### config.mk
export PLATFORM = sky130hd
export DESIGN_NAME = round_robin_slice_scheduler_unit_flat
export DESIGN_NICKNAME = d
export VERILOG_FILES = /design/src/rrss_pkg.sv /design/src/rrss_ifs.sv /design/src/rrss_ram.sv /design/src/round_robin_slice_scheduler_unit.sv /design/src/flat_wrapper.sv
export SDC_FILE = /design/constraint.sdc
export NUM_CORES = 1
export LEC_CHECK = 0
export BUFFER_PORTS_ARGS = -buffer_cell sky130_fd_sc_hd__buf_4
export CAP_MARGIN = 0
export CORE_ASPECT_RATIO = 0.8
export CORE_MARGIN = 5
export CORE_UTILIZATION = 65
export DETAILED_ROUTE_END_ITERATION = 10
export PLACE_DENSITY = 0.83
export SLEW_MARGIN = 0
export SYNTH_ARGS = -nofsm -noshare
export SYNTH_HDL_FRONTEND = slang
export SYNTH_SLANG_ARGS = --single-unit
### constraint.sdc
create_clock -name clk -period 24.4 [get_ports clk]
set_input_delay 7.32 -clock clk [delete_from_list [all_inputs] [get_ports clk]]
set_output_delay 7.32 -clock clk [all_outputs]
set_load 0.01 [all_outputs]
### src/rrss_pkg.sv
// Shared types and constants for the round-robin slice scheduler.
// Depends on nothing; rrss_ifs and the scheduler top level use it.
package rrss_pkg;

  localparam int MAX_PROCESSES = 8;
  localparam int IDX_W  = (MAX_PROCESSES > 1) ? $clog2(MAX_PROCESSES) : 1;
  localparam int CNT_W  = $clog2(MAX_PROCESSES + 1);
  localparam int OP_W   = 2;
  localparam int VAL_W  = 12;   // arrival, burst, quantum
  localparam int TIME_W = 16;
  localparam int KIND_W = 2;
  localparam int PIDX_W = 3;

  localparam logic [OP_W-1:0] OP_CLEAR  = 2'd0;
  localparam logic [OP_W-1:0] OP_APPEND = 2'd1;
  localparam logic [OP_W-1:0] OP_STEP   = 2'd2;

  localparam logic [KIND_W-1:0] KIND_IDLE     = 2'd0;
  localparam logic [KIND_W-1:0] KIND_RUN      = 2'd1;
  localparam logic [KIND_W-1:0] KIND_ALL_DONE = 2'd2;
  localparam logic [KIND_W-1:0] KIND_REJECT   = 2'd3;

  // One process table entry as held in the table RAM.
  typedef struct packed {
    logic [VAL_W-1:0] arrival;
    logic [VAL_W-1:0] burst;
    logic [VAL_W-1:0] remaining;
  } entry_t;

  localparam int ENTRY_W = $bits(entry_t);

  typedef struct packed {
    logic [KIND_W-1:0] kind;
    logic [PIDX_W-1:0] process_index;
    logic [TIME_W-1:0] slice_start;
    logic [TIME_W-1:0] slice_end;
    logic              finished;
    logic [TIME_W-1:0] turnaround;
    logic [TIME_W-1:0] waiting;
  } res_t;

endpackage

### src/rrss_ifs.sv
// Command and result channel interfaces of the slice scheduler.
// Depends on rrss_pkg for field widths.
interface rrss_cmd_if;
  logic                      valid;
  logic                      ready;
  logic [rrss_pkg::OP_W-1:0]  operation;
  logic [rrss_pkg::VAL_W-1:0] arrival_time;
  logic [rrss_pkg::VAL_W-1:0] burst_time;

  modport source (output valid, output operation, output arrival_time,
                  output burst_time, input ready);
  modport sink   (input valid, input operation, input arrival_time,
                  input burst_time, output ready);
endinterface

interface rrss_res_if;
  logic                        valid;
  logic                        ready;
  logic [rrss_pkg::KIND_W-1:0] kind;
  logic [rrss_pkg::PIDX_W-1:0] process_index;
  logic [rrss_pkg::TIME_W-1:0] slice_start;
  logic [rrss_pkg::TIME_W-1:0] slice_end;
  logic                        finished;
  logic [rrss_pkg::TIME_W-1:0] turnaround;
  logic [rrss_pkg::TIME_W-1:0] waiting;

  modport source (output valid, output kind, output process_index, output slice_start,
                  output slice_end, output finished, output turnaround, output waiting,
                  input ready);
  modport sink   (input valid, input kind, input process_index, input slice_start,
                  input slice_end, input finished, input turnaround, input waiting,
                  output ready);
endinterface

### src/rrss_ram.sv
// Generic single-write, single-read RAM with registered read data.
// No dependencies.
module rrss_ram #(
  parameter int WIDTH = 8,
  parameter int DEPTH = 8
) (
  input  logic                                          clk,
  input  logic                                          we,
  input  logic [((DEPTH > 1) ? $clog2(DEPTH) : 1)-1:0] waddr,
  input  logic [WIDTH-1:0]                              wdata,
  input  logic [((DEPTH > 1) ? $clog2(DEPTH) : 1)-1:0] raddr,
  output logic [WIDTH-1:0]                              rdata
);

  logic [WIDTH-1:0] mem [DEPTH];

  always_ff @(posedge clk) begin
    if (we) begin
      mem[waddr] <= wdata;
    end
    rdata <= mem[raddr];
  end

endmodule

### src/round_robin_slice_scheduler_unit.sv
// Round-robin slice scheduler: top level, sequencer around one table RAM.
// Depends on rrss_pkg, rrss_ifs (channel interfaces) and rrss_ram.
//
// The block keeps a table of up to MAX_PROCESSES processes (arrival, burst,
// remaining service) in a small RAM, a FIFO ready queue of indices and the
// current time. A command transaction is one of clear, append or step. Clear
// and an accepted append give no result; an append to a full table gives one
// result of kind "rejected" through the EMIT state and the output register. A
// step makes one scheduling decision and always gives one result: idle slice,
// run slice or all done. A step walks the process table once through the RAM
// read port (admitting arrivals and finding the earliest pending arrival)
// and, for a run slice, reads and updates the head entry, then walks the table
// again to admit arrivals during the slice. The command channel is not ready
// while a step is in progress, and is ready again in the cycle after the
// result is loaded. The result sits in an output register, so a further
// command is taken while it waits; a later result is held back, and the block
// stalls, until the earlier one has been taken. The time quantum register is
// written through cfg_we/cfg_wdata; the user must write it only while the
// block is idle, which the block itself does not enforce. A quantum of zero
// acts as one.
module round_robin_slice_scheduler_unit (
  input  logic                        clk,
  input  logic                        rst,
  input  logic                        cfg_we,
  input  logic [rrss_pkg::VAL_W-1:0]  cfg_wdata,
  rrss_cmd_if.sink                    command,
  rrss_res_if.source                  result
);
  import rrss_pkg::*;

  typedef enum logic [5:0] {
    S_IDLE    = 6'b000001,
    S_SCAN    = 6'b000010,
    S_DECIDE  = 6'b000100,
    S_HEAD_EX = 6'b001000,
    S_FINISH  = 6'b010000,
    S_EMIT    = 6'b100000
  } state_t;

  state_t            state;
  logic [VAL_W-1:0]  time_quantum;
  logic [CNT_W-1:0]  process_count;
  logic [CNT_W-1:0]  fifo_count;
  logic [IDX_W-1:0]  fifo_head;
  logic [MAX_PROCESSES-1:0] queued_marks;
  logic [IDX_W-1:0]  ready_fifo [MAX_PROCESSES];
  logic [TIME_W-1:0] current_time;

  // Table walk
  logic [CNT_W-1:0]  scan_idx;
  logic [IDX_W-1:0]  eval_idx;
  logic              eval_vld;
  logic              second_pass;
  logic              pend_any;
  logic [VAL_W-1:0]  next_at;

  // Process being run
  logic [IDX_W-1:0]  cur_idx;
  logic [VAL_W-1:0]  cur_arr;
  logic [VAL_W-1:0]  cur_burst;
  logic [VAL_W-1:0]  rem_new;

  res_t              res;
  res_t              out_q;
  logic              out_valid;
  logic              out_load;

  // RAM port
  logic              ram_we;
  logic [IDX_W-1:0]  ram_waddr;
  entry_t            ram_wdata;
  logic [IDX_W-1:0]  ram_raddr;
  logic [ENTRY_W-1:0] ram_rdata;
  entry_t            ent;

  // Combinational helpers
  logic              cmd_fire;
  logic              issue_vld;
  logic              scan_done;
  logic              admit;
  logic              pend_upd;
  logic [IDX_W-1:0]  fifo_tail;
  logic [VAL_W-1:0]  quantum_eff;
  logic [VAL_W-1:0]  run_len;
  logic [TIME_W-1:0] time_after;
  logic [TIME_W-1:0] idle_end;
  logic [TIME_W-1:0] tat;

  function automatic logic [IDX_W-1:0] slot_add(logic [IDX_W-1:0] base,
                                                logic [CNT_W-1:0] offs);
    logic [CNT_W:0] s;
    s = (CNT_W + 1)'(base) + (CNT_W + 1)'(offs);
    if (s >= (CNT_W + 1)'(MAX_PROCESSES)) begin
      s = s - (CNT_W + 1)'(MAX_PROCESSES);
    end
    return IDX_W'(s);
  endfunction

  rrss_ram #(
    .WIDTH (ENTRY_W),
    .DEPTH (MAX_PROCESSES)
  ) u_table (
    .clk   (clk),
    .we    (ram_we),
    .waddr (ram_waddr),
    .wdata (ram_wdata),
    .raddr (ram_raddr),
    .rdata (ram_rdata)
  );

  assign ent      = entry_t'(ram_rdata);
  assign cmd_fire = command.valid && command.ready;
  assign command.ready = (state == S_IDLE);

  // Load the output register from EMIT whenever it is free or being taken
  assign out_load = (state == S_EMIT) && (!out_valid || result.ready);

  // Walk: issue one read a cycle, evaluate the entry once its registered read data returns
  assign issue_vld = (state == S_SCAN) && (scan_idx < process_count);
  assign scan_done = (state == S_SCAN) && !issue_vld && !eval_vld;
  assign fifo_tail = slot_add(fifo_head, fifo_count);

  // Admit an arrived, unfinished, unqueued process; skip the one just run
  assign admit = eval_vld && !(second_pass && (eval_idx == cur_idx)) &&
                 !queued_marks[eval_idx] && (ent.remaining != '0) &&
                 (TIME_W'(ent.arrival) <= current_time) &&
                 (fifo_count < CNT_W'(MAX_PROCESSES));
  assign pend_upd = eval_vld && !second_pass && (ent.remaining != '0) &&
                    (!pend_any || (ent.arrival < next_at));

  // Slice length and new time for the head entry
  assign quantum_eff = (time_quantum == '0) ? VAL_W'(1) : time_quantum;
  assign run_len     = (ent.remaining < quantum_eff) ? ent.remaining : quantum_eff;
  assign time_after  = current_time + TIME_W'(run_len);
  assign idle_end    = (current_time < TIME_W'(next_at)) ? TIME_W'(next_at) : current_time;
  assign tat         = current_time - TIME_W'(cur_arr);

  always_comb begin
    ram_we    = 1'b0;
    ram_waddr = cur_idx;
    ram_wdata = '{arrival: cur_arr, burst: cur_burst,
                  remaining: ent.remaining - run_len};
    ram_raddr = IDX_W'(scan_idx);
    if (state == S_IDLE) begin
      ram_waddr = IDX_W'(process_count);
      ram_wdata = '{arrival: command.arrival_time, burst: command.burst_time,
                    remaining: command.burst_time};
      ram_we    = cmd_fire && (command.operation == OP_APPEND) &&
                  (process_count < CNT_W'(MAX_PROCESSES));
    end else if (state == S_HEAD_EX) begin
      ram_we    = 1'b1;
      ram_wdata = '{arrival: ent.arrival, burst: ent.burst,
                    remaining: ent.remaining - run_len};
    end else if (state == S_DECIDE) begin
      ram_raddr = ready_fifo[fifo_head];
    end
  end

  always_ff @(posedge clk) begin
    if (rst) begin
      state         <= S_IDLE;
      time_quantum  <= VAL_W'(1);
      process_count <= '0;
      fifo_count    <= '0;
      fifo_head     <= '0;
      queued_marks  <= '0;
      current_time  <= '0;
      out_valid     <= 1'b0;
      eval_vld      <= 1'b0;
    end else begin
      if (cfg_we) begin
        time_quantum <= cfg_wdata;
      end
      // Load a waiting result, or drop the held one once taken
      if (out_load) begin
        out_q     <= res;
        out_valid <= 1'b1;
      end else if (result.ready) begin
        out_valid <= 1'b0;
      end

      unique case (state)
        S_IDLE: begin
          if (cmd_fire) begin
            case (command.operation)
              OP_CLEAR: begin
                process_count <= '0;
                fifo_count    <= '0;
                fifo_head     <= '0;
                queued_marks  <= '0;
                current_time  <= '0;
              end
              OP_APPEND: begin
                if (process_count < CNT_W'(MAX_PROCESSES)) begin
                  queued_marks[IDX_W'(process_count)] <= 1'b0;
                  process_count <= process_count + CNT_W'(1);
                end else begin
                  res   <= '{kind: KIND_REJECT, default: '0};
                  state <= S_EMIT;
                end
              end
              OP_STEP: begin
                scan_idx    <= '0;
                eval_vld    <= 1'b0;
                second_pass <= 1'b0;
                pend_any    <= 1'b0;
                next_at     <= '0;
                state       <= S_SCAN;
              end
              default: begin
              end
            endcase
          end
        end

        S_SCAN: begin
          eval_vld <= issue_vld;
          eval_idx <= IDX_W'(scan_idx);
          if (issue_vld) begin
            scan_idx <= scan_idx + CNT_W'(1);
          end
          if (admit) begin
            ready_fifo[fifo_tail]  <= eval_idx;
            fifo_count             <= fifo_count + CNT_W'(1);
            queued_marks[eval_idx] <= 1'b1;
          end
          if (pend_upd) begin
            pend_any <= 1'b1;
            next_at  <= ent.arrival;
          end
          if (scan_done) begin
            state <= second_pass ? S_FINISH : S_DECIDE;
          end
        end

        S_DECIDE: begin
          if (fifo_count == '0) begin
            // Nothing ready: idle up to the earliest pending arrival, or all done
            if (!pend_any) begin
              res <= '{kind: KIND_ALL_DONE, default: '0};
            end else begin
              res <= '{kind: KIND_IDLE, slice_start: current_time,
                       slice_end: idle_end, default: '0};
              current_time <= idle_end;
            end
            state <= S_EMIT;
          end else begin
            // Pop the head; its entry is read this cycle
            cur_idx    <= ready_fifo[fifo_head];
            fifo_head  <= slot_add(fifo_head, CNT_W'(1));
            fifo_count <= fifo_count - CNT_W'(1);
            queued_marks[ready_fifo[fifo_head]] <= 1'b0;
            state      <= S_HEAD_EX;
          end
        end

        S_HEAD_EX: begin
          cur_arr      <= ent.arrival;
          cur_burst    <= ent.burst;
          rem_new      <= ent.remaining - run_len;
          current_time <= time_after;
          res          <= '{kind: KIND_RUN, process_index: PIDX_W'(cur_idx),
                            slice_start: current_time, slice_end: time_after,
                            default: '0};
          // Second walk admits what arrived during the slice
          scan_idx    <= '0;
          eval_vld    <= 1'b0;
          second_pass <= 1'b1;
          state       <= S_SCAN;
        end

        S_FINISH: begin
          if (rem_new != '0) begin
            if (fifo_count < CNT_W'(MAX_PROCESSES)) begin
              ready_fifo[fifo_tail] <= cur_idx;
              fifo_count            <= fifo_count + CNT_W'(1);
              queued_marks[cur_idx] <= 1'b1;
            end
          end else begin
            res <= '{kind: res.kind, process_index: res.process_index,
                     slice_start: res.slice_start, slice_end: res.slice_end,
                     finished: 1'b1, turnaround: tat,
                     waiting: tat - TIME_W'(cur_burst)};
          end
          state <= S_EMIT;
        end

        S_EMIT: begin
          // Hold until the output register is free
          if (out_load) begin
            state <= S_IDLE;
          end
        end

        default: begin
          state <= S_IDLE;
        end
      endcase
    end
  end

  assign result.valid         = out_valid;
  assign result.kind          = out_q.kind;
  assign result.process_index = out_q.process_index;
  assign result.slice_start   = out_q.slice_start;
  assign result.slice_end     = out_q.slice_end;
  assign result.finished      = out_q.finished;
  assign result.turnaround    = out_q.turnaround;
  assign result.waiting       = out_q.waiting;

  // Queue occupancy never exceeds the table
  a_fifo_bound: assert property (@(posedge clk) disable iff (rst)
    (fifo_count <= CNT_W'(MAX_PROCESSES)) && (process_count <= CNT_W'(MAX_PROCESSES)))
    else $error("ready queue or table over capacity");

  // Every queued index carries exactly one mark
  a_marks_match: assert property (@(posedge clk) disable iff (rst)
    CNT_W'($countones(queued_marks)) == fifo_count)
    else $error("queued marks disagree with queue occupancy");

  // A process taken from the queue still has service left
  a_head_live: assert property (@(posedge clk) disable iff (rst)
    (state == S_HEAD_EX) |-> (ent.remaining != '0))
    else $error("head of ready queue has no remaining service");

  // A walk always ends in a decision or in the final requeue step
  a_walk_exit: assert property (@(posedge clk) disable iff (rst)
    scan_done |=> ((state == S_DECIDE) || (state == S_FINISH)))
    else $error("table walk did not hand over");

endmodule
### src/flat_wrapper.sv
// flat-port wrapper written by rule: the top's interface ports become plain ports
module round_robin_slice_scheduler_unit_flat import rrss_pkg::*;
  (clk, rst, cfg_we, cfg_wdata, command_valid, command_operation, command_arrival_time, command_burst_time, command_ready, result_valid, result_kind, result_process_index, result_slice_start, result_slice_end, result_finished, result_turnaround, result_waiting, result_ready);
  rrss_cmd_if command_i ();
  rrss_res_if result_i ();
  input  logic clk;
  input  logic rst;
  input  logic cfg_we;
  input  logic [rrss_pkg::VAL_W-1:0] cfg_wdata;
  input wire logic [$bits(command_i.valid)-1:0] command_valid;
  input wire logic [$bits(command_i.operation)-1:0] command_operation;
  input wire logic [$bits(command_i.arrival_time)-1:0] command_arrival_time;
  input wire logic [$bits(command_i.burst_time)-1:0] command_burst_time;
  output wire logic [$bits(command_i.ready)-1:0] command_ready;
  output wire logic [$bits(result_i.valid)-1:0] result_valid;
  output wire logic [$bits(result_i.kind)-1:0] result_kind;
  output wire logic [$bits(result_i.process_index)-1:0] result_process_index;
  output wire logic [$bits(result_i.slice_start)-1:0] result_slice_start;
  output wire logic [$bits(result_i.slice_end)-1:0] result_slice_end;
  output wire logic [$bits(result_i.finished)-1:0] result_finished;
  output wire logic [$bits(result_i.turnaround)-1:0] result_turnaround;
  output wire logic [$bits(result_i.waiting)-1:0] result_waiting;
  input wire logic [$bits(result_i.ready)-1:0] result_ready;
  assign command_i.valid = command_valid;
  assign command_i.operation = command_operation;
  assign command_i.arrival_time = command_arrival_time;
  assign command_i.burst_time = command_burst_time;
  assign command_ready = command_i.ready;
  assign result_valid = result_i.valid;
  assign result_kind = result_i.kind;
  assign result_process_index = result_i.process_index;
  assign result_slice_start = result_i.slice_start;
  assign result_slice_end = result_i.slice_end;
  assign result_finished = result_i.finished;
  assign result_turnaround = result_i.turnaround;
  assign result_waiting = result_i.waiting;
  assign result_i.ready = result_ready;
  round_robin_slice_scheduler_unit u_core (.clk(clk), .rst(rst), .cfg_we(cfg_we), .cfg_wdata(cfg_wdata), .command(command_i), .result(result_i));
endmodule
# [After elaboration in Yosys (flattened, before gate mapping)]
# Memories as Yosys holds them, arrays and structs flattened. A register that Yosys moved wholly into a read port is not among the register bits.
# Cells that the tools add are included.
[totals] ff_bits=255 ram_bits=312 in_bits=43 output_inout_bits=72 word_cells=256 mem_count=2
[mem_list] name="u_core.u_table.mem" depth=8 width=36 read_ports=1 rd_ports_with_merged_regs=1 write_ports=1 line_no="rrss_ram.sv:15" rtl="logic [WIDTH-1:0] mem [DEPTH];"
[mem_list] name="u_core.ready_fifo" depth=8 width=3 read_ports=1 rd_ports_with_merged_regs=1 write_ports=1 line_no="round_robin_slice_scheduler_unit.sv:46" rtl="logic [IDX_W-1:0] ready_fifo [MAX_PROCESSES];"
[op_classes] add_sub_neg=12 order_cmp=17 eq_ne=30 muxes=94 bitwise=10 reduce_logical=59
[op_table] operator="two-way mux 70 bit" count=5
[op_table] operator="case mux 70 bit (4 select lines)" count=1
[op_table] operator="two-way mux 16 bit" count=5
[op_table] operator="two-way mux 36 bit" count=2
[op_table] operator="two-way mux 12 bit" count=5
[op_table] operator="two-way mux 8 bit" count=6
[op_table] operator="case mux 16 bit (3 select lines)" count=1
[op_table] operator="two-way mux 4 bit" count=10
[op_table] operator="two-way mux 3 bit" count=12
[op_table] operator="case mux 6 bit (6 select lines)" count=1
[op_table] operator="two-way mux 33 bit" count=1
[op_table] operator="case mux 8 bit (4 select lines)" count=1
[op_table] operator="subtractor 16 x 12 -> 16 bit" count=2
[op_table] operator="two-way mux 6 bit" count=5
[op_table] operator="< comparator 12 bit" count=2
[op_table] operator="case mux 12 bit (2 select lines)" count=1
[op_table] operator="nonzero test 12 bit" count=2
[op_table] operator="two-way mux 1 bit" count=23
[op_table] operator="AND reduction 7 bit" count=3
[op_table] operator="logical AND 1 bit" count=20
[op_table] operator="AND reduction 5 bit" count=4
[op_table] operator="!= test 2 bit, second input constant" count=9
[op_table] operator="adder 16 x 12 -> 16 bit" count=1
[op_table] operator="AND 8 bit" count=2
[op_table] operator="other kinds (52)" count=98

# [Depth between registers and ports, before layout]
[depth] word_depth=13 depth_mapped=21 mapped_depth_nobuf=20

# [Modules after synthesis]
# From an unflattened synthesis, not the netlist that was laid out.
[hier_totals] cells_unflattened=1863 hier_area_um2=27047.2
[modules_own_cells] module="round_robin_slice_scheduler_unit" n_inst=1 cells_each=1398 area_each_um2=15184.6 seq_area_each_um2=7887.6
[modules_own_cells] module="rrss_ram" n_inst=1 cells_each=465 area_each_um2=11862.6 seq_area_each_um2=9369.0

# [Worst setup path after synthesis]
# Ideal clock, no wire load.
[synth_path] path_type="in2reg" start="input rst" end="register u_core.out_q, in the netlist u_core.result.finished (enable)" arrival_time_ps=12691 t_required_ps=23816 setup_slack_ps=11125 stages=4 path_buffers=3 path_cell_list="clkbuf_1 -> clkbuf_1 -> clkbuf_1 -> nor3_1"
[synth_via] elab_chain_cells=2
[synth_lines] item="start: declaration" line_no="flat_wrapper.sv:7" rtl="input logic rst;"
[synth_lines] item="NOT 1 bit (no source line)"
[synth_lines] item="AND reduction 2 bit (no source line)"
[synth_lines] item="end signal: assignment" line_no="round_robin_slice_scheduler_unit.sv:176" rtl="out_q <= res;"
[synth_lines] item="end: declaration" line_no="round_robin_slice_scheduler_unit.sv:64" rtl="res_t out_q;"
# Every way passes these cells.
# A chain may end at the register's enable or synchronous reset.

# [Worst setup path in the final report]
[layout_path] start="input command_operation[1]" end="memory u_core.u_table.mem[1][24] (netlist name) (enable)"
[layout_via] elab_chain_cells=6
[layout_lines] item="start: declaration" line_no="flat_wrapper.sv:11" rtl="input wire logic [$bits(command_i.operation)-1:0] command_operation;"
[layout_lines] item="equality test 2 x 1 -> 1 bit" line_no="round_robin_slice_scheduler_unit.sv:148" rtl="ram_we = cmd_fire && (command.operation == OP_APPEND) &&"
[layout_lines] item="logical AND 1 bit (2 in series)" line_no="round_robin_slice_scheduler_unit.sv:148"
[layout_lines] item="two-way mux 1 bit" line_no="round_robin_slice_scheduler_unit.sv:144" rtl="if (state == S_IDLE) begin"
[layout_lines] item="two-way mux 1 bit" line_no="rrss_ram.sv:18" rtl="if (we) begin"
[layout_lines] item="two-way mux 1 bit (not written as such)" line_no="rrss_ram.sv:19" rtl="mem[waddr] <= wdata;"
[layout_lines] item="end: declaration" line_no="rrss_ram.sv:15"
# Every way passes these cells.

==> results_dict.tcl <==
set metrics [dict create \
    status "finished, final reports clean" \
    synth_most_common_cell "edfxtp_1" \
    cts_hold_buffers 0 \
    grt_use_met2_pct 44.97 \
    nets 2145 \
    worst_ir_drop_vdd_mv 0.09654 \
    cpPeakStageDelay_ns 1.15 \
    powerDensity_nw_per_um2 85.20 \
    synth_top_family_by_area "multiplexers" \
    dieArea_sq_um 45850 \
    place_area_sq_um 28460 \
    area_delta_synth_final_pct 11.88 \
    min_path_cells 0 \
    path_clk_slew_ns 0.06 \
    drt-total-wl_microns 67100 \
    critPathTopFamily "simple AND/OR/NAND/NOR gates" \
    netlist_area_sq_um 27070 \
    max_cap_violations 0 \
    crit_type "input port to flip-flop" \
    async_flop_share_pct 0 \
    synth_top_area_share_pct 56.80 \
    path_common_cell "a21oi_1" \
    cp_slowest_cell "nor2_4" \
    ios 115 \
    rrSetupSlack_ns 18.90 \
    dpl.hpwl_microns 43460 \
    grt-busiest-layer "met2" \
    cts_tree "done" \
    max_freq_mhz 102.0 \
    buffer_ports.inserted 114 \
    die_y_microns 192.5 \
    fillerInstances 2381 \
    first_iter_violations 2268 \
    gp_congestion 0.9368 \
    cts.sinks 606 \
    synth_top_area_cell "edfxtp_1" \
    route.detailed.drc 0 \
    grt_first_pass_wirelength_microns 100700 \
    cp_max_fo 36 \
    setup_violations 0 \
    yosysSeqAreaShare_pct 63.75 \
    hold_end "u_core.result.waiting[6]$_DFFE_PP_" \
    rows 66 \
    synth_compound_area_share_pct 7.937 \
    clk_latency_ns 0.62 \
    die-width_microns 238.2 \
    fin_area_sq_um 30280 \
    synth_edf_count 512 \
    synth_seq_cells 606 \
    cts_made_buffers 55 \
    worstMarginPinSlew_ns 1.388 \
    groute.layer.met1.usage_pct 41.98 \
    synthCells 1873 \
    worstPathCellList "buf_4, inv_1, ha_1, nand2_1, a21oi_1, a21oi_1, nor2_4" \
    synthFlopType "edfxtp_1" \
    wl_per_cell_microns 25.98 \
    synth_nets 2029 \
    startpoint_type "input port" \
    clockBufferDepth 3 \
    grt_max_degree 73 \
    antenna_found_initial 1 \
    drive_above_1_share_pct 15.32 \
    yosys_warnings 0 \
    grt_pass1_vias 16820 \
    synthAdderAreaFrac_pct 5.390 \
    root_buffer "clkbuf_16" \
    worst-path-buf-inv 2 \
    synth_area_per_cell_sq_um 14.45 \
    synth_xor_xnor_area_share_pct 1.456 \
    maxSlewViolCount 0 \
    synthDistinctLibCells 71 \
    globalRouteOverflowTotal 0 \
    hold_path_class "flip-flop to flip-flop" \
    slew_headroom_pct 7.252 \
    post_cts_resized 0 \
    use_met3_pct 5.015 \
    yosys.area_share.simple_pct 7.766 \
    vias_per_cell 6.722 \
    required_ns 24.61 \
    core_sq_um 40880 \
    skew_ns 0.02388 \
    worst_r2r_endpoint "u_core.u_table.mem[0][10]$_DFFE_PP_" \
    initial_core_util_pct 66.22 \
    htree_levels 2 \
    layout_min_cycle_time_ns 9.805 \
    synthMuxAreaShare_pct 10.87 \
    postCtsSetupBuffers 0 \
    r2r_cells 19 \
    num_vias 17360 \
    endpoint_kind "flip-flop" \
    period_share_pct 40.18 \
    synth_common_cells "512 x edfxtp_1, 118 x nor2_1, 108 x a21oi_1" \
    ant_nets 0 \
    first_pass_iters 6 \
    timing_hold_violations_final 0 \
    arrival_ns 10.01 \
    grt_usage_pct 28.84 \
    hold_start "u_core.res[6]$_DFFE_PP_" \
    r2r-start "u_core.time_quantum[4]$_SDFFE_PP0P_" \
    p_leak_nw 10.95 \
    yosys-top-cells-area "edfxtp_1 57%, dfxtp_1 7.0%, mux4_1 6.9%" \
    rsz0062_at_grt "no" \
    multiInputGateArea_sq_um 9164 \
    finalSetupTns_ns 0 \
    seq_area_sq_um 17260 \
]
==> area by class of cell <==
cell class | count | area share (%)
tap | 544 | 2.248
antenna | 3 | 0.02479
clock buffer | 68 | 4.706
sequential | 606 | 56.98
inverter | 97 | 1.202
timing repair buffer | 135 | 3.338
clock inverter | 36 | 1.239
multi-input combinational | 1094 | 30.26
==> kinds of logic after synthesis <==
| logic type | after synthesis |
|---|---|
| compound gates | 339 |
| flops | 606 |
| xor+xnor | 45 |
| buf+inv | 173 |
| fa+ha+maj | 113 |
| simple gates | 437 |
| mux | 160 |
==> cell usage in the layout, fill, tap and decap left out, drive strengths merged, types with 27 or more instances in the layout <==
| cell | count |
|---|---|
| a21oi | 108 |
| nand2 | 103 |
| nor2 | 118 |
| mux2 | 56 |
| and2 | 27 |
| inv | 98 |
| o21ai | 74 |
| ha | 107 |
| mux4 | 78 |
| xnor2 | 31 |
| edfxtp | 512 |
| clkbuf | 70 |
| nor3 | 72 |
| dfxtp | 94 |
| buf | 133 |
==> metrics by stage <==
step	utilization (%)	std cells	power [mW]	worst slack, ns	hold WS [ns]
after CTS	74.04	2578	2.571	14.68	0.4184
after global placement	69.63	2474	1.683	14.35	0.4028
after floorplan	-	1873	1.562	11.12	0.4003
after detailed placement	69.63	2474	1.711	14.19	0.4045
after global routing	74.07	2581	2.671	14.50	0.4274
final	74.09	2583	2.580	14.60	0.4143
==> registers in the layout, indices dropped and copies added, names as in the netlist, 4 cells and up, named ones only <==
register                   flops
u_core.cur_burst              12
u_core.fifo_count              4
u_core.state                   6
u_core.time_quantum           12
u_core.scan_idx                4
u_core.cur_arr                12
u_core.current_time           16
u_core.u_table.mem           288
u_core.result.turnaround      16
u_core.result.slice_start     16
u_core.ready_fifo             24
u_core.result.slice_end       16
u_core.queued_marks            8
u_core.u_table.rdata          36
u_core.result.waiting         16
u_core.rem_new                12
u_core.next_at                12
u_core.res                    70
u_core.process_count           4
==> routing by layer <==
layer	vias to the layer above	share of wire, %	routed length [microns]
li1	7491	-	-
met4	0	3.8	2579
met3	217	11	7410
met2	1264	46	30630
met1	8390	39	26480
met5	-	0	0
==> how the worst max path moves through the flow <==
stage	from	to	slack, ns	cells past startpoint
final	command_operation[1]	u_core.u_table.mem[1][24]$_DFFE_PP_	14.60	7
after global routing	command_operation[1]	u_core.u_table.mem[1][25]$_DFFE_PP_	14.50	7
after CTS	command_operation[1]	u_core.u_table.mem[1][25]$_DFFE_PP_	14.68	7
after detailed placement	command_operation[1]	u_core.u_table.mem[0][17]$_DFFE_PP_	14.19	7
after global placement	command_operation[1]	u_core.u_table.mem[3][16]$_DFFE_PP_	14.35	7
after floorplan	rst	u_core.result.finished$_DFFE_PP_	11.12	4
==> power by group <==
part	internal, mW	total, mW	switching (mW)
Sequential	1.21	1.24	0.0303
Combinational	0.159	0.469	0.310
Clock	0.482	0.867	0.385
Total	1.86	2.58	0.725
(Power assumes the default switching activity.)
